--- src/sv/chd_pkg.sv ---
// Shared types, constants and the arctangent table of the direction core.
// Depends on nothing.
package chd_pkg;

  localparam int InBitsDef    = 16;
  localparam int OutBitsDef   = 16;
  localparam int CordicSteps  = 30;
  localparam int RootW        = 31;
  localparam int IterStages   = RootW;
  localparam int RemW         = 62;
  localparam int XyW          = 33;
  localparam int ResidW       = 32;
  localparam int TurnW        = 32;
  localparam int ProdW        = 62;
  localparam int QFrac        = 30;

  localparam logic signed [XyW-1:0] CordicStart = XyW'(652032874);
  localparam logic [RootW-1:0] OneQ30 = RootW'(1) << QFrac;

  typedef struct packed {
    logic [1:0]               quad;
    logic signed [XyW-1:0]    x;
    logic signed [XyW-1:0]    y;
    logic signed [ResidW-1:0] resid;
    logic [RemW-1:0]          rem_s;
    logic [RemW-1:0]          rem_h;
    logic [RootW-1:0]         root_s;
    logic [RootW-1:0]         root_h;
  } iter_t;

  // Arctangent of 2^-i in units of 2^-32 turn.
  function automatic logic signed [ResidW-1:0] atan_turn(input int unsigned idx);
    logic [ResidW-1:0] v;
    case (idx)
      0:  v = 32'h20000000;
      1:  v = 32'h12E4051D;
      2:  v = 32'h09FB385B;
      3:  v = 32'h051111D4;
      4:  v = 32'h028B0D43;
      5:  v = 32'h0145D7E1;
      6:  v = 32'h00A2F61E;
      7:  v = 32'h00517C55;
      8:  v = 32'h0028BE53;
      9:  v = 32'h00145F2E;
      10: v = 32'h000A2F98;
      11: v = 32'h000517CC;
      12: v = 32'h00028BE6;
      13: v = 32'h000145F3;
      14: v = 32'h0000A2F9;
      15: v = 32'h0000517C;
      16: v = 32'h000028BE;
      17: v = 32'h0000145F;
      18: v = 32'h00000A2F;
      19: v = 32'h00000517;
      20: v = 32'h0000028B;
      21: v = 32'h00000145;
      22: v = 32'h000000A2;
      23: v = 32'h00000051;
      24: v = 32'h00000028;
      25: v = 32'h00000014;
      26: v = 32'h0000000A;
      27: v = 32'h00000005;
      28: v = 32'h00000002;
      29: v = 32'h00000001;
      default: v = '0;
    endcase
    return signed'(v);
  endfunction

endpackage

--- src/sv/chd_out_stage.sv ---
// Quadrant mapping, the two spread products, rounding and saturation.
// Depends on chd_pkg; three register stages, the last one drives the outputs.
module chd_out_stage #(
  parameter int OUT_BITS = chd_pkg::OutBitsDef
) (
  input  logic                       clk_i,
  input  logic                       rst_ni,
  input  logic                       en_i,
  input  logic                       vld_i,
  input  chd_pkg::iter_t             d_i,
  output logic                       vld_o,
  output logic signed [OUT_BITS-1:0] dir_x_o,
  output logic signed [OUT_BITS-1:0] dir_y_o,
  output logic [OUT_BITS-2:0]        dir_z_o
);

  localparam int Frac = OUT_BITS - 1;
  localparam int Sh   = 60 - Frac;
  localparam int SumW = chd_pkg::ProdW + 1;
  localparam logic [SumW-1:0] Half = SumW'(1) << (Sh - 1);
  localparam logic [SumW-1:0] Top  = (SumW'(1) << Frac) - SumW'(1);

  localparam int RW = chd_pkg::RootW;

  // Stage A: clamped and mapped unit vector.
  logic [RW-1:0] c_w, s_w, mx_d, my_d;
  logic          nx_d, ny_d;
  logic [RW-1:0] mx_q, my_q, spr_a_q, hgt_a_q;
  logic          nx_a_q, ny_a_q, vld_a_q;

  // Stage B: products.
  logic [chd_pkg::ProdW-1:0] px_q, py_q;
  logic [RW-1:0]             hgt_b_q;
  logic                      nx_b_q, ny_b_q, vld_b_q;

  // Stage C: rounded outputs.
  logic [SumW-1:0]           rx, ry, rz;
  logic [Frac-1:0]           sx, sy, sz;
  logic signed [OUT_BITS-1:0] dx_d, dy_d, dx_q, dy_q;
  logic [OUT_BITS-2:0]       dz_q;
  logic                      vld_c_q;

  function automatic logic [RW-1:0] clamp_unit(input logic signed [chd_pkg::XyW-1:0] v);
    if (v[chd_pkg::XyW-1]) begin
      return '0;
    end else if (v > signed'(chd_pkg::XyW'(chd_pkg::OneQ30))) begin
      return chd_pkg::OneQ30;
    end
    return v[RW-1:0];
  endfunction

  assign c_w = clamp_unit(d_i.x);
  assign s_w = clamp_unit(d_i.y);

  always_comb begin
    case (d_i.quad)
      2'd0: begin mx_d = c_w; nx_d = 1'b0; my_d = s_w; ny_d = 1'b0; end
      2'd1: begin mx_d = s_w; nx_d = 1'b1; my_d = c_w; ny_d = 1'b0; end
      2'd2: begin mx_d = c_w; nx_d = 1'b1; my_d = s_w; ny_d = 1'b1; end
      default: begin mx_d = s_w; nx_d = 1'b0; my_d = c_w; ny_d = 1'b1; end
    endcase
  end

  // Round half up on the Q.60 magnitude, then saturate just below one.
  assign rx = (SumW'(px_q) + Half) >> Sh;
  assign ry = (SumW'(py_q) + Half) >> Sh;
  assign rz = (SumW'({hgt_b_q, chd_pkg::QFrac'(0)}) + Half) >> Sh;
  assign sx = (rx > Top) ? Top[Frac-1:0] : rx[Frac-1:0];
  assign sy = (ry > Top) ? Top[Frac-1:0] : ry[Frac-1:0];
  assign sz = (rz > Top) ? Top[Frac-1:0] : rz[Frac-1:0];
  assign dx_d = nx_b_q ? -signed'({1'b0, sx}) : signed'({1'b0, sx});
  assign dy_d = ny_b_q ? -signed'({1'b0, sy}) : signed'({1'b0, sy});

  always_ff @(posedge clk_i or negedge rst_ni) begin
    if (!rst_ni) begin
      vld_a_q <= 1'b0;
      vld_b_q <= 1'b0;
      vld_c_q <= 1'b0;
    end else if (en_i) begin
      vld_a_q <= vld_i;
      vld_b_q <= vld_a_q;
      vld_c_q <= vld_b_q;
    end
  end

  always_ff @(posedge clk_i) begin
    if (en_i) begin
      mx_q    <= mx_d;
      my_q    <= my_d;
      nx_a_q  <= nx_d;
      ny_a_q  <= ny_d;
      spr_a_q <= d_i.root_s;
      hgt_a_q <= d_i.root_h;
      px_q    <= chd_pkg::ProdW'(mx_q) * chd_pkg::ProdW'(spr_a_q);
      py_q    <= chd_pkg::ProdW'(my_q) * chd_pkg::ProdW'(spr_a_q);
      hgt_b_q <= hgt_a_q;
      nx_b_q  <= nx_a_q;
      ny_b_q  <= ny_a_q;
      dx_q    <= dx_d;
      dy_q    <= dy_d;
      dz_q    <= sz;
    end
  end

  assign vld_o   = vld_c_q;
  assign dir_x_o = dx_q;
  assign dir_y_o = dy_q;
  assign dir_z_o = dz_q;

endmodule

--- config.mk ---
export PLATFORM = sky130hd
export DESIGN_NAME = chd_out_stage
export DESIGN_NICKNAME = d
export VERILOG_FILES = /design/src/sv/chd_pkg.sv /design/src/sv/chd_out_stage.sv
export SDC_FILE = /design/constraint.sdc
export NUM_CORES = 2
export LEC_CHECK = 0
export BUFFER_PORTS_ARGS = -buffer_cell sky130_fd_sc_hd__buf_2
export CAP_MARGIN = 40
export CORE_ASPECT_RATIO = 1.25
export CORE_UTILIZATION = 59
export DETAILED_ROUTE_END_ITERATION = 6
export PLACE_DENSITY = 0.8
export SLEW_MARGIN = 30
export SYNTH_ARGS = -nofsm -noshare
export SYNTH_HDL_FRONTEND = slang
export SYNTH_SLANG_ARGS = --single-unit
--- constraint.sdc ---
create_clock -name clk_i -period 7.3 [get_ports clk_i]
set_input_delay 1.46 -clock clk_i [delete_from_list [all_inputs] [get_ports clk_i]]
set_output_delay 1.46 -clock clk_i [all_outputs]
set_load 0.03 [all_outputs]
Word level (Yosys, flattened, before mapping)
Index checks and enable logic that the tools add are counted.

Bits of input ports: 290. Output and inout port bits: 48. Word-level logic and storage cells: 55. Register bits: 333.

Muxes and demuxes: 18. Reductions and logical operators: 4. Eq/ne operators: 2. Magnitude comparators: 5. Multipliers: 2. Add/sub/neg operators: 5.

Operators by type and width (count): 31-bit 2-to-1 mux (8); 62-bit by 45-bit adder with 63-bit output (second input constant) (2); 31-bit by 31-bit multiplier with 62-bit output (2); 33-bit by 32-bit > comparator with 1-bit output (second input constant) (2); 61-bit by 45-bit adder with 62-bit output (second input constant) (1); 15-bit 2-to-1 mux (4); 18-bit by 15-bit > comparator with 1-bit output (second input constant) (2); 15-bit negation with 16-bit output (2); 17-bit by 15-bit > comparator with 1-bit output (second input constant) (1); 1-bit 2-to-1 mux (6); 2-bit OR reduction (3); 2-bit by 1-bit equality test with 1-bit output (second input constant) (1); 2-bit equality test (second input constant) (1); 2-bit logical NOT (1).

Longest topological paths before layout
Word-level depth: 5. Depth in mapped cells: 27. Gate-level depth less buffers: 25.

Least setup slack after synthesis
No wires, ideal clock.

Kind: register to register. Start: register spr_a_q[7]. End: register px_q[57] (netlist name), data pin. Arrival: 6.974 ns. Setup slack: 0.053 ns. Data required time: 7.027 ns. Path buffers: 2. Cell stages (with the launch flop): 25. Library setup time: 0.273 ns. Period minus slack after synthesis: 7.247 ns. Path through: edfxtp_1 -> clkbuf_1 -> clkbuf_1 -> nand2_1 -> fa_1 -> fa_1 -> fa_1 -> fa_1 -> inv_1 -> fa_1 -> fa_1 -> fa_1 -> inv_1 -> fa_1 -> inv_1 -> ha_1 -> a211oi_1 -> nor2_1 -> a2111oi_0 -> nor3_1 -> nor4_2 -> o2111ai_1 -> o21a_1 -> o2111ai_1 -> o2111ai_1.

Cells in the longest elaborated chain, start to end: 1.

Ends and longest elaborated chain: start, declared (RTL line chd_out_stage.sv:28) `logic [RW-1:0] mx_q, my_q, spr_a_q, hgt_a_q;`; start signal, assigned (RTL line chd_out_stage.sv:92) `spr_a_q <= d_i.root_s;`; 31-bit by 31-bit multiplier with 62-bit output (RTL line chd_out_stage.sv:94) `px_q <= chd_pkg::ProdW'(mx_q) * chd_pkg::ProdW'(spr_a_q);`; end signal, assigned (RTL line chd_out_stage.sv:94); end, declared (RTL line chd_out_stage.sv:32) `logic [chd_pkg::ProdW-1:0] px_q, py_q;`.

Every way passes these cells. A chain may end at the register's enable or synchronous reset.

Worst setup path after layout
Start: register mx_q[11]. End: register px_q[57] (netlist name), data pin.

Cells in the longest elaborated chain, start to end: 1.

Ends and longest elaborated chain: start, declared (RTL line chd_out_stage.sv:28); start signal, assigned (RTL line chd_out_stage.sv:88) `mx_q <= mx_d;`; 31-bit by 31-bit multiplier with 62-bit output (RTL line chd_out_stage.sv:94).

Every way passes these cells.

==> summary.txt <==
status - finished, violations left
failing checks - design-rule violations, negative setup slack
# setup viols final - 28
vias in the first global route - 58,338
main flop type after synthesis - edfxtp_1
Post-synth EDFFs - 214
startpoint types - flop
sequential area share after synthesis - 9.36%
Hold/Removal Path Class - reg -> reg
# IOs - 338
Post-synth ARST share - 1.38%
top cell type's share of synthesized area - 48.2%
Nets - 10,101
Final ANT Viol Nets - 0
DR WL/cell - 20.3 um
CTS tree - yes
port bufs - 167
via count - 52,364
Post-Synth Adder-Cell Area - 57.4%
RSZ-0062 raised after global routing - true
Initial Util - 59.6%
fin area - 78,400 um^2
Clk pin slew, worst setup/hold paths - 0.07 ns
GR Util All Layers - 32.6%
Final Cycle Share - 105%
Synth Area in Compound Gates - 3.50%
Clock Sinks - 217
max cap viols - 0
multiplexer area fraction after synthesis - 0.182%
First DRT Iteration DRCs - 4,238
CTS Buffer Depth - 3
Synth Cell Area - 69,500 um^2
max-slew violation count - 0
post-synthesis register bit count - 217
Post-Route WL - 187 mm
clock latency on the worst-skew pair - 0.66 ns
Worst Tran Pin Value - 0.988 ns
simple logic cell fraction of the synthesized area - 17.5%
HPWL after DPL - 151 mm
Layout area overhead - 12.8%
largest net degree at the start of global routing - 112
Post-Syn Nets - 9,776
Netlist cell types - 76
xor/xnor cell area share of the yosys netlist - 1.11%
average via count per standard cell - 5.68
Final GP Congestion - 0.939
fmax - 131 MHz
Die W - 309 um
drc violations - 4
GRT Residual Overflow - 0
first-pass GRT wire length - 299 mm
biggest area consumer among synthesized cells - fa_1
initial antenna violation count - 6
TritonRoute pass-1 iters - 7
CTS Root Buffer Type - clkbuf_16
Worst slew margin - 34.1%
minimum clock period - 7.65 ns
Placement Setup Slack - -0.510 ns
CTS Buf Count - 28
Yosys warnings - 0
main combinational cell family by area after synthesis - adder cells
Gate Count Post-Synth - 7,302
total core area - 117,000 um^2
Crit Path Class - reg -> reg
Cell Area, Placed - 75,700 um^2
Area contributors post-synth - fa_1, and2_1, edfxtp_1
Worst Path Max Fanout - 6
worst reg-to-reg setup slack - -0.35 ns
htree depth - 1
die height - 386 um
row cnt - 140
syn_area_per_cell - 9.52 um^2
Hold Vio Cnt, Final - 0
worst path arrival time - 8.03 ns
die footprint - 119,000 um^2
hold_ws - 0.420 ns
Clock Skew - 0.0445 ns
setup ws final - -0.354 ns
Hold Buf Count CTS - 0
Data required, critical path - 7.68 ns
crit end category - flop
layout cell share with drive strength beyond 1 - 13.0%
[cell usage in the layout (no fill, tap or decap), types with 56 or more instances in the layout]
cell type | netlist | final
a21o_1 | 64 | 64
a21oi_1 | 92 | 77
and2_1 | 1039 | 1023
buf_12 | 0 | 98
buf_2 | 2 | 167
buf_4 | 0 | 424
edfxtp_1 | 214 | 214
fa_1 | 1672 | 1623
ha_1 | 512 | 490
inv_1 | 1579 | 1560
nand2_1 | 1033 | 1026
nand3_1 | 94 | 89
nor2_1 | 78 | 67
o21ai_0 | 123 | 109
xnor2_1 | 56 | 56
[logic make-up after synthesis]
logic type | count (synthesis)
compound gates | 385
xor+xnor | 88
fa+ha+maj | 2184
buf+inv | 2019
flops | 217
mux | 12
simple gates | 2397
[critical path, cell delays in order (launching register included)]
cell and delay (ns):
edfxtp_1 0.40, buf_4 0.16, buf_12 0.14, buf_4 0.17, and2_4 0.16, fa_2 0.44, fa_2 0.42, fa_1 0.54
inv_1 0.05, fa_1 0.47, inv_1 0.05, fa_1 0.52, inv_1 0.07, fa_1 0.54, inv_1 0.06, fa_2 0.53
fa_2 0.46, ha_4 0.18, a211o_4 0.29, a2111oi_4 0.38, a21oi_4 0.10, buf_12 0.16, o2111ai_4 0.20, o2111ai_4 0.14
buf_6 0.16, o21a_1 0.23, o2111ai_2 0.20, o2111ai_1 0.14
[registers in the layout, summed over array words and instances (netlist names)]
name and count:
nx_a_q 1, vld_b_q 1, ny_b_q 1, py_q 18
ny_a_q 1, hgt_b_q 17, vld_o 1, px_q 18
spr_a_q 31, mx_q 31, dir_z_o 15, nx_b_q 1
vld_a_q 1, dir_x_o 16, dir_y_o 16, hgt_a_q 17
my_q 31
[stage by stage]
| step | setup TNS, ns | utilization, % | std cells |
|---|---|---|---|
| after global routing | -9.65 | 67.2 | 9210 |
| after CTS | -2.30 | 66.7 | 9192 |
| after detailed placement | -10.85 | 64.9 | 9110 |
| final | -3.98 | 67.2 | 9214 |
| after global placement | -6.60 | 64.8 | 9108 |
| after floorplan | 0 | - | 7302 |
[cells in the mapped netlist (all sizes together), types with 24 or more instances]
master	number
inv	1579
a21o	64
fa	1672
a21oi	93
nor2	79
ha	512
and3	24
o21ai	124
xor2	32
nand2	1033
nand4	33
xnor2	56
edfxtp	214
nand3	96
and2	1039
clkbuf	434
[area by class of cell]
cell class,instances,area (um^2)
fillers,8513,38200
multi-input cells,5066,56400
repair buffers,735,6690
clock inverters,21,236
well taps,1562,1950
flip-flops and latches,217,6500
diodes,4,10.0
inverters,1579,5930
clock buffers,30,708
[repair_timing]
| action | 4_1_cts | 5_1_grt |
|---|---|---|
| cloned | 5 | 3 |
| pin swaps | 112 | 86 |
| resized for setup | 189 | 104 |
| buffers inserted | 27 | 13 |
| endpoints found under the setup margin | 35 | 36 |
[per-layer routing]
metal  global-route usage, %  part of all wire (%)
met1                    36.5                    33
met2                    55.8                    50
met3                    5.82                   8.1
met4                    23.9                   8.8
met5                       0                 0.039
[final timing paths]
path                                       startpoint                    end  cells past startpoint
worst max register to register     mx_q[11]$_DFFE_PP_     px_q[57]$_DFFE_PP_                     27
min in group asynchronous                      rst_ni    vld_a_q$_DFFE_PN0P_                      1
worst max-delay path               mx_q[11]$_DFFE_PP_     px_q[57]$_DFFE_PP_                     27
max in group asynchronous                      rst_ni      vld_o$_DFFE_PN0P_                      1
worst min register to register  hgt_a_q[21]$_DFFE_PP_  hgt_b_q[21]$_DFFE_PP_                      0
worst min-delay path            hgt_a_q[21]$_DFFE_PP_  hgt_b_q[21]$_DFFE_PP_                      0
Power is left out: the tool's default activity adds up to more than one toggle a clock period on the data nets, which glitch-free logic cannot reach.
