--- src/sv/chd_pkg.sv ---
// Shared types, constants and the arctangent table of the direction core.
// Depends on nothing.
package chd_pkg;

  localparam int InBitsDef    = 16;
  localparam int OutBitsDef   = 16;
  localparam int CordicSteps  = 30;
  localparam int RootW        = 31;
  localparam int IterStages   = RootW;
  localparam int RemW         = 62;
  localparam int XyW          = 33;
  localparam int ResidW       = 32;
  localparam int TurnW        = 32;
  localparam int ProdW        = 62;
  localparam int QFrac        = 30;

  localparam logic signed [XyW-1:0] CordicStart = XyW'(652032874);
  localparam logic [RootW-1:0] OneQ30 = RootW'(1) << QFrac;

  typedef struct packed {
    logic [1:0]               quad;
    logic signed [XyW-1:0]    x;
    logic signed [XyW-1:0]    y;
    logic signed [ResidW-1:0] resid;
    logic [RemW-1:0]          rem_s;
    logic [RemW-1:0]          rem_h;
    logic [RootW-1:0]         root_s;
    logic [RootW-1:0]         root_h;
  } iter_t;

  // Arctangent of 2^-i in units of 2^-32 turn.
  function automatic logic signed [ResidW-1:0] atan_turn(input int unsigned idx);
    logic [ResidW-1:0] v;
    case (idx)
      0:  v = 32'h20000000;
      1:  v = 32'h12E4051D;
      2:  v = 32'h09FB385B;
      3:  v = 32'h051111D4;
      4:  v = 32'h028B0D43;
      5:  v = 32'h0145D7E1;
      6:  v = 32'h00A2F61E;
      7:  v = 32'h00517C55;
      8:  v = 32'h0028BE53;
      9:  v = 32'h00145F2E;
      10: v = 32'h000A2F98;
      11: v = 32'h000517CC;
      12: v = 32'h00028BE6;
      13: v = 32'h000145F3;
      14: v = 32'h0000A2F9;
      15: v = 32'h0000517C;
      16: v = 32'h000028BE;
      17: v = 32'h0000145F;
      18: v = 32'h00000A2F;
      19: v = 32'h00000517;
      20: v = 32'h0000028B;
      21: v = 32'h00000145;
      22: v = 32'h000000A2;
      23: v = 32'h00000051;
      24: v = 32'h00000028;
      25: v = 32'h00000014;
      26: v = 32'h0000000A;
      27: v = 32'h00000005;
      28: v = 32'h00000002;
      29: v = 32'h00000001;
      default: v = '0;
    endcase
    return signed'(v);
  endfunction

endpackage

--- src/sv/chd_iter_stage.sv ---
// One pipeline stage: one bit of both square roots and, if Step < CordicSteps, one CORDIC rotation step.
// Depends on chd_pkg.
module chd_iter_stage #(
  parameter int Step = 0
) (
  input  logic            clk_i,
  input  logic            rst_ni,
  input  logic            en_i,
  input  logic            vld_i,
  input  chd_pkg::iter_t  d_i,
  output logic            vld_o,
  output chd_pkg::iter_t  q_o
);

  localparam int AtanIdx = (Step < chd_pkg::CordicSteps) ? Step : 0;
  localparam int Bit     = chd_pkg::RootW - 1 - Step;
  localparam logic signed [chd_pkg::ResidW-1:0] Atan = chd_pkg::atan_turn(AtanIdx);

  logic signed [chd_pkg::XyW-1:0] xs, ys;
  logic [chd_pkg::RemW-1:0]       inc_s, inc_h;
  chd_pkg::iter_t                 stg_d, stg_q;
  logic                           vld_q;

  // Shifts of signed values round toward minus infinity.
  assign xs = d_i.x >>> AtanIdx;
  assign ys = d_i.y >>> AtanIdx;

  // Adding this bit to the root grows its square by 2*root*2^b + 2^(2b).
  assign inc_s = (chd_pkg::RemW'(d_i.root_s) << (Bit + 1))
               + (chd_pkg::RemW'(1) << (2 * Bit));
  assign inc_h = (chd_pkg::RemW'(d_i.root_h) << (Bit + 1))
               + (chd_pkg::RemW'(1) << (2 * Bit));

  always_comb begin
    stg_d = d_i;
    if (Step < chd_pkg::CordicSteps) begin
      if (!d_i.resid[chd_pkg::ResidW-1]) begin
        stg_d.x     = d_i.x - ys;
        stg_d.y     = d_i.y + xs;
        stg_d.resid = d_i.resid - Atan;
      end else begin
        stg_d.x     = d_i.x + ys;
        stg_d.y     = d_i.y - xs;
        stg_d.resid = d_i.resid + Atan;
      end
    end
    if (d_i.rem_s >= inc_s) begin
      stg_d.rem_s  = d_i.rem_s - inc_s;
      stg_d.root_s = d_i.root_s | (chd_pkg::RootW'(1) << Bit);
    end
    if (d_i.rem_h >= inc_h) begin
      stg_d.rem_h  = d_i.rem_h - inc_h;
      stg_d.root_h = d_i.root_h | (chd_pkg::RootW'(1) << Bit);
    end
  end

  always_ff @(posedge clk_i or negedge rst_ni) begin
    if (!rst_ni) begin
      vld_q <= 1'b0;
    end else if (en_i) begin
      vld_q <= vld_i;
    end
  end

  always_ff @(posedge clk_i) begin
    if (en_i) begin
      stg_q <= stg_d;
    end
  end

  assign vld_o = vld_q;
  assign q_o   = stg_q;

endmodule

--- config.mk ---
export PLATFORM = sky130hd
export DESIGN_NAME = chd_iter_stage
export DESIGN_NICKNAME = d
export VERILOG_FILES = /design/src/sv/chd_pkg.sv /design/src/sv/chd_iter_stage.sv
export SDC_FILE = /design/constraint.sdc
export NUM_CORES = 1
export LEC_CHECK = 0
export ABC_AREA = 1
export BUFFER_PORTS_ARGS = -buffer_cell sky130_fd_sc_hd__clkbuf_2
export CAP_MARGIN = 20
export CELL_PAD_IN_SITES_DETAIL_PLACEMENT = 0
export CELL_PAD_IN_SITES_GLOBAL_PLACEMENT = 1
export CORE_ASPECT_RATIO = 1.5
export CORE_UTILIZATION = 38
export CTS_CLUSTER_DIAMETER = 50
export DETAILED_ROUTE_END_ITERATION = 16
export GPL_ROUTABILITY_DRIVEN = 0
export PLACE_DENSITY_LB_ADDON = 0.12
export SLEW_MARGIN = 20
export SYNTH_ARGS = -nofsm -noshare
export SYNTH_HDL_FRONTEND = slang
export SYNTH_SLANG_ARGS = --single-unit
export TNS_END_PERCENT = 1
--- constraint.sdc ---
create_clock -name clk_i -period 0.91 [get_ports clk_i]
set_input_delay 0.182 -clock clk_i [delete_from_list [all_inputs] [get_ports clk_i]]
set_output_delay 0.182 -clock clk_i [all_outputs]
set_load 0.005 [all_outputs]
======== After elaboration in Yosys (flattened, before gate mapping) ========
Index checks and enable logic that the tools add are counted.
cells by class
  add/sub/neg operators ................... 9
  order comparisons ....................... 2
  multiplexer cells ....................... 3
operators with widths
  cell                                                                   count
  62-bit by 61-bit adder with 62-bit output, second input constant       2
  62-bit >= comparator                                                   2
  62-bit two-way mux                                                     2
  62-bit subtractor                                                      2
  98-bit two-way mux                                                     1
  33-bit subtractor                                                      2
  33-bit adder                                                           1
  32-bit by 31-bit adder with 32-bit output, second input constant       1
  32-bit by 31-bit subtractor with 32-bit output, second input constant  1
word-level totals
  register bits ........................... 287
  output and inout bits ................... 287

======== Longest topological paths before layout ========
  depth after elaboration ................. 3
  mapped depth ............................ 17
  depth with buffers taken out ............ 16

======== Worst setup path after synthesis ========
Ideal clock, no wire load.
  path kind ............................... input port to flip-flop
  start point ............................. input d_i[26] (netlist name)
  end point ............................... register stg_q, in the netlist q_o[30], data pin
  library setup time ...................... 0.262 ns
  data arrival time ....................... 1.596 ns
  setup slack ............................. -0.948 ns
  stages on the path ...................... 12
  cell sequence ........................... inv_1 -> ha_1 -> nand2_1 -> inv_1 -> nand2_1 -> nand2_1 -> nand2_1 -> nand2_1 -> a21oi_1 -> nand3_2 -> buf_6 -> or2_2
on the way
  cells in the longest elaborated chain, start to end .. 2
RTL lines
  item                                       RTL line              source
  start, declared                            chd_iter_stage.sv:10  input chd_pkg::iter_t d_i,
  62-bit by 61-bit adder with 62-bit output  chd_iter_stage.sv:32  + (chd_pkg::RemW'(1) << (2 * Bit));
  62-bit >= comparator                       chd_iter_stage.sv:51  if (d_i.rem_h >= inc_h) begin
  end signal, assigned                       chd_iter_stage.sv:67  stg_q <= stg_d;
  end, declared                              chd_iter_stage.sv:21  chd_pkg::iter_t stg_d, stg_q;
Every way passes these cells.
A chain may end at the register's enable or synchronous reset.

==> results <==
- The run finished, with violations left.
- The checks that failed: negative hold slack, negative setup slack.
- For the pin with the worst max-slew slack, the measured transition is between 0.4 and 0.5 ns.
- The height of the chip is 299 um.
- In the final routed layout, each cell accounts on average for 18.2 um.
- The total vias in the final route is between 20000 and 30000.
- The H-tree level count is 2.
- The layer flagged by global routing as most heavily used is met2.
- Measured against its own limit, the worst slew margin works out to 0.713.
- During I/O placement, the number of pins put on the boundary was 577.
- In the finished design, the share of the clock period the worst path needs comes to 1.81.
- In the synthesized netlist the dominant register cell turns out to be sky130_fd_sc_hd__edfxtp_1.
- The number of clock sinks is between 200 and 300.
- The count of cells along the worst register-to-register path is 1.
- sky130_fd_sc_hd__nand2_1 is the most common cell in the netlist.
- The fraction of met1 tracks used by global routing is 0.305.
- In the global route stage, met2 resource usage came out at 0.591.
- No sink is reached through more buffers than the 3 on the longest clock path.
- Counting flops and latches in the post-synthesis netlist gives roughly 290.
- The first global-routing pass estimated roughly 140000 um of wire.
- The number of antenna-violating nets in the routed design is 0.
- Setup repair after global routing could not meet its margin everywhere.
- In this run, the number of DRC markers left after iteration 0 of detailed routing was between 1000 and 1500.
- Broken down by cell family, the worst path's largest delay share belongs to simple AND/OR/NAND/NOR gates.
- For this block, the routed nets add up to around 97000 um of wire.
- The startpoint of the worst-slack reg-to-reg timing path is vld_o.
- Ranked by total cell area, the synthesized netlist is headed by sky130_fd_sc_hd__edfxtp_1, sky130_fd_sc_hd__nand2_1, sky130_fd_sc_hd__inv_1, sky130_fd_sc_hd__ha_1, sky130_fd_sc_hd__nand3_1.
- The maximum achievable frequency is just over 600 MHz.
- The via count of the first global-routing pass was 26600.
- The longest individual stage delay on the worst path is 0.34 ns.
- The data arrival time at the worst-slack endpoint is 1.93 ns.
- After detailed routing, the number of remaining DRC violations is 0.
- The later pin in the worst-skew pair is clocked with a latency of around 0.56 ns.
- The final layout net count is 4972.
- The synthesized netlist occupies a cell area of around 22000 sq um.
- The synthesized design contains about 290 enable-type register cells.
- The clock input transition at the sequential cells of the worst setup and hold paths is ~0.06 ns.
- The floorplan step set the die width to 200 um.
- The met3 routing resource usage after global routing is 0.0690.
- In this run the mean area of a mapped cell was 6.99 sq um.
- The clock tree from TritonCTS is done.
- Port buffering added roughly 580 buffers.
- The critical path required time is around 1.2 ns.
- The initial utilization of the core area, before any placement, comes to 0.386.
- The share of layout cells above drive strength 1 is 0.387.
- STA classifies the critical path startpoint as an input pin.
- The final number of max-transition violations is 0.
- The worst supply voltage drop on vdd is around 0.0015 V.
- The clock skew after layout is 0 ns.
- Setup violations remaining at the end of the flow were counted as about 410.
- Ranked by instance count, the synthesized netlist is headed by sky130_fd_sc_hd__nand2_1, sky130_fd_sc_hd__inv_1, sky130_fd_sc_hd__edfxtp_1, sky130_fd_sc_hd__nand3_1, sky130_fd_sc_hd__nor2_1.
- The worst-path cell with the longest stage delay is sky130_fd_sc_hd__ha_4.
- In this run the core area contains ~110 standard-cell rows.
- The total instance count after detailed placement is between 5000 and 6000.
- For this run, the register share of the synthesized area comes to 0.384.
- The number of clock buffers added by TritonCTS is 35.
- For this design the ratio of total power to cell area is between 1000 and 1500 nW/um^2.
- Synthesis produced a netlist with a net count of about 3700.
- The post-layout minimum cycle time is between 1.5 and 2 ns.
- The tightest hold path in the finished design has a slack of -0.0228 ns.
- The maximum number of pins on one net before global-route repair is 42.
- STA classifies the critical path endpoint as a register.
- Along the worst path, the maximum fanout reaches 14.
- The worst hold path terminates at q_o[216].
- The area share of the leading cell type in the synthesized netlist is 0.383.
- In this run the register-to-register setup slack is 0.12 ns.
- The signal on the critical path passes through clkbuf_2 -> ha_4 -> nand2_4 -> nor2_4 -> inv_2 -> nor2_1 -> nand2_1 -> nor2_1 -> nand2_1 -> nand3_4 -> buf_12 -> buf_16 -> o21ai_0.
- The number of max-capacitance violations reported is 0.
- The core box area is between 50000 and 60000 sq um.
- Once layout is complete, the utilization of the core stands at 0.633.
- The destination of the worst register-to-register timing path is vld_o.
- Yosys mapped the design onto 40 distinct sky130hd cell types.
- The startpoint of the most critical hold path is d_i[216].
- Counting instances, the worst hold path has a depth of 2.
- The classification of the worst setup path is in2reg.
- Detailed placement ended at an HPWL of 77800 um.
- The hold violation count in the final report is 1.
- Before antenna repair, the detailed router went through 5 iterations.
- The critical path contains buffers and inverters numbering 4 combined.
- Dividing the detail-routed via count by the number of cells gives between 4 and 5.
- After global routing the overflow that remains totals 0.
- For this run, the number of Yosys warnings is 0.
- The number of antenna violations at the first check in global routing is 12.
- The global-route usage over all layers is 0.320.
- From synthesis to final layout, the design area changed by 64.2%.
- The share of synthesized registers carrying an async set or reset is 0.00350.
- The leakage component of the power is ~19 nW.
- The path type of the worst min-delay path is in2reg.
- Synthesis handed over a netlist of 3197 instances.
- The floorplan step defined a die boundary enclosing between 50000 and 60000 sq um.
- The count of placed standard cells in the final layout, fillers left out is 5320.
- The synthesized design spends more area on one cell type than any other, namely sky130_fd_sc_hd__edfxtp_1.
- The CTS root buffer is sky130_fd_sc_hd__clkbuf_16.
- Overall power consumption after layout is estimated at 50.7 mW.
- The setup slack after layout is -0.734 ns.
-- cell type report --
cell class | count | area (sq um)
flip-flops and latches | 286 | 8580
clock inverters | 20 | 241
multi-input cells | 2206 | 13800
diodes | 9 | 22.5
inverters | 647 | 2440
well taps | 770 | 963
fillers | 5185 | 21300
repair buffers | 1342 | 9750
clock buffers | 40 | 937
-- worst max path at each step --
| stage | start | cells after the start | to |
|---|---|---|---|
| 4_1_cts | d_i[113] | 12 | q_o[30] |
| 2_1_floorplan | d_i[30] | 11 | q_o[112] |
| 3_5_place_dp | d_i[223] | 17 | q_o[249] |
| 6_report | d_i[183] | 13 | q_o[159] |
| 3_3_place_gp | d_i[223] | 14 | q_o[233] |
| 5_1_grt | d_i[36] | 14 | q_o[159] |
-- sequential cells by signal, indices dropped and copies added, names as in the netlist --
register	count
q_o	285
vld_o	1
-- through the flow --
step / TNS, ns / setup slack (ns) / cell area [sq um]
6_report: -163.10 / -0.734 / 36700
5_1_grt: -184.25 / -0.803 / 36700
4_1_cts: -167.00 / -0.676 / 36000
3_5_place_dp: -182.94 / -1.48 / 31000
3_3_place_gp: -178.52 / -1.45 / 31000
2_1_floorplan: -101.48 / -0.846 / 23000
-- repair_timing --
item                                    4_1_cts  5_1_grt
pin swaps                                    96       48
hold buffers                                175        2
buffers inserted                             22        3
endpoints found under the setup margin      412      415
gates cloned                                  4        1
gates resized for setup                     434      215
hold endpoints to repair                    175        3
-- metal layers --
metal  share of wire  vias to the layer above
li1                -                    12700
met1            0.34                    11800
met2            0.52                      941
met3           0.066                      339
met4           0.080                       10
met5         0.00076                        -
-- kinds of logic (layout without fill, tap and decap cells) --
logic type / count (synthesis) / after routing / synth area share
flops: 286 / 286 / 0.384
compound gates: 221 / 221 / 0.0533
mux: 1 / 1 / 0.000504
fa+ha+maj: 164 / 164 / 0.0938
xor+xnor: 58 / 58 / 0.0227
simple gates: 1762 / 1762 / 0.323
buf+inv: 705 / 2049 / 0.123
other cells: 0 / 9 / 0
-- cell usage in the layout (no fill, tap or decap), types with 8 or more instances in the layout --
cell and count:
sky130_fd_sc_hd__clkbuf_8 12, sky130_fd_sc_hd__a21oi_2 45, sky130_fd_sc_hd__inv_2 44, sky130_fd_sc_hd__nand2_2 152
sky130_fd_sc_hd__o21a_1 8, sky130_fd_sc_hd__nand2_4 28, sky130_fd_sc_hd__ha_1 69, sky130_fd_sc_hd__nor2_1 186
sky130_fd_sc_hd__a21oi_1 65, sky130_fd_sc_hd__o21ai_0 26, sky130_fd_sc_hd__nand3b_1 11, sky130_fd_sc_hd__buf_4 541
sky130_fd_sc_hd__nand3_2 40, sky130_fd_sc_hd__nand3_4 11, sky130_fd_sc_hd__nand4_1 30, sky130_fd_sc_hd__dlygate4sd3_1 176
sky130_fd_sc_hd__inv_1 599, sky130_fd_sc_hd__clkbuf_2 528, sky130_fd_sc_hd__nor3_1 11, sky130_fd_sc_hd__nand2_1 963
sky130_fd_sc_hd__nor2_2 52, sky130_fd_sc_hd__o21bai_1 16, sky130_fd_sc_hd__clkbuf_16 40, sky130_fd_sc_hd__o21ai_1 33
sky130_fd_sc_hd__nand3_1 231, sky130_fd_sc_hd__xor2_2 9, sky130_fd_sc_hd__diode_2 9, sky130_fd_sc_hd__buf_2 23
sky130_fd_sc_hd__nor2_4 19, sky130_fd_sc_hd__o21ai_2 10, sky130_fd_sc_hd__ha_4 84, sky130_fd_sc_hd__buf_12 25
sky130_fd_sc_hd__buf_6 25, sky130_fd_sc_hd__xor2_1 45, sky130_fd_sc_hd__edfxtp_1 285
-- report_power, final --
| group | internal, mW | switching (mW) |
|---|---|---|
| registers | 16.3 | 0.584 |
| logic | 8.80 | 10.5 |
| clock network | 8.61 | 5.91 |
Note: power is estimated with default switching activity, not from simulation.
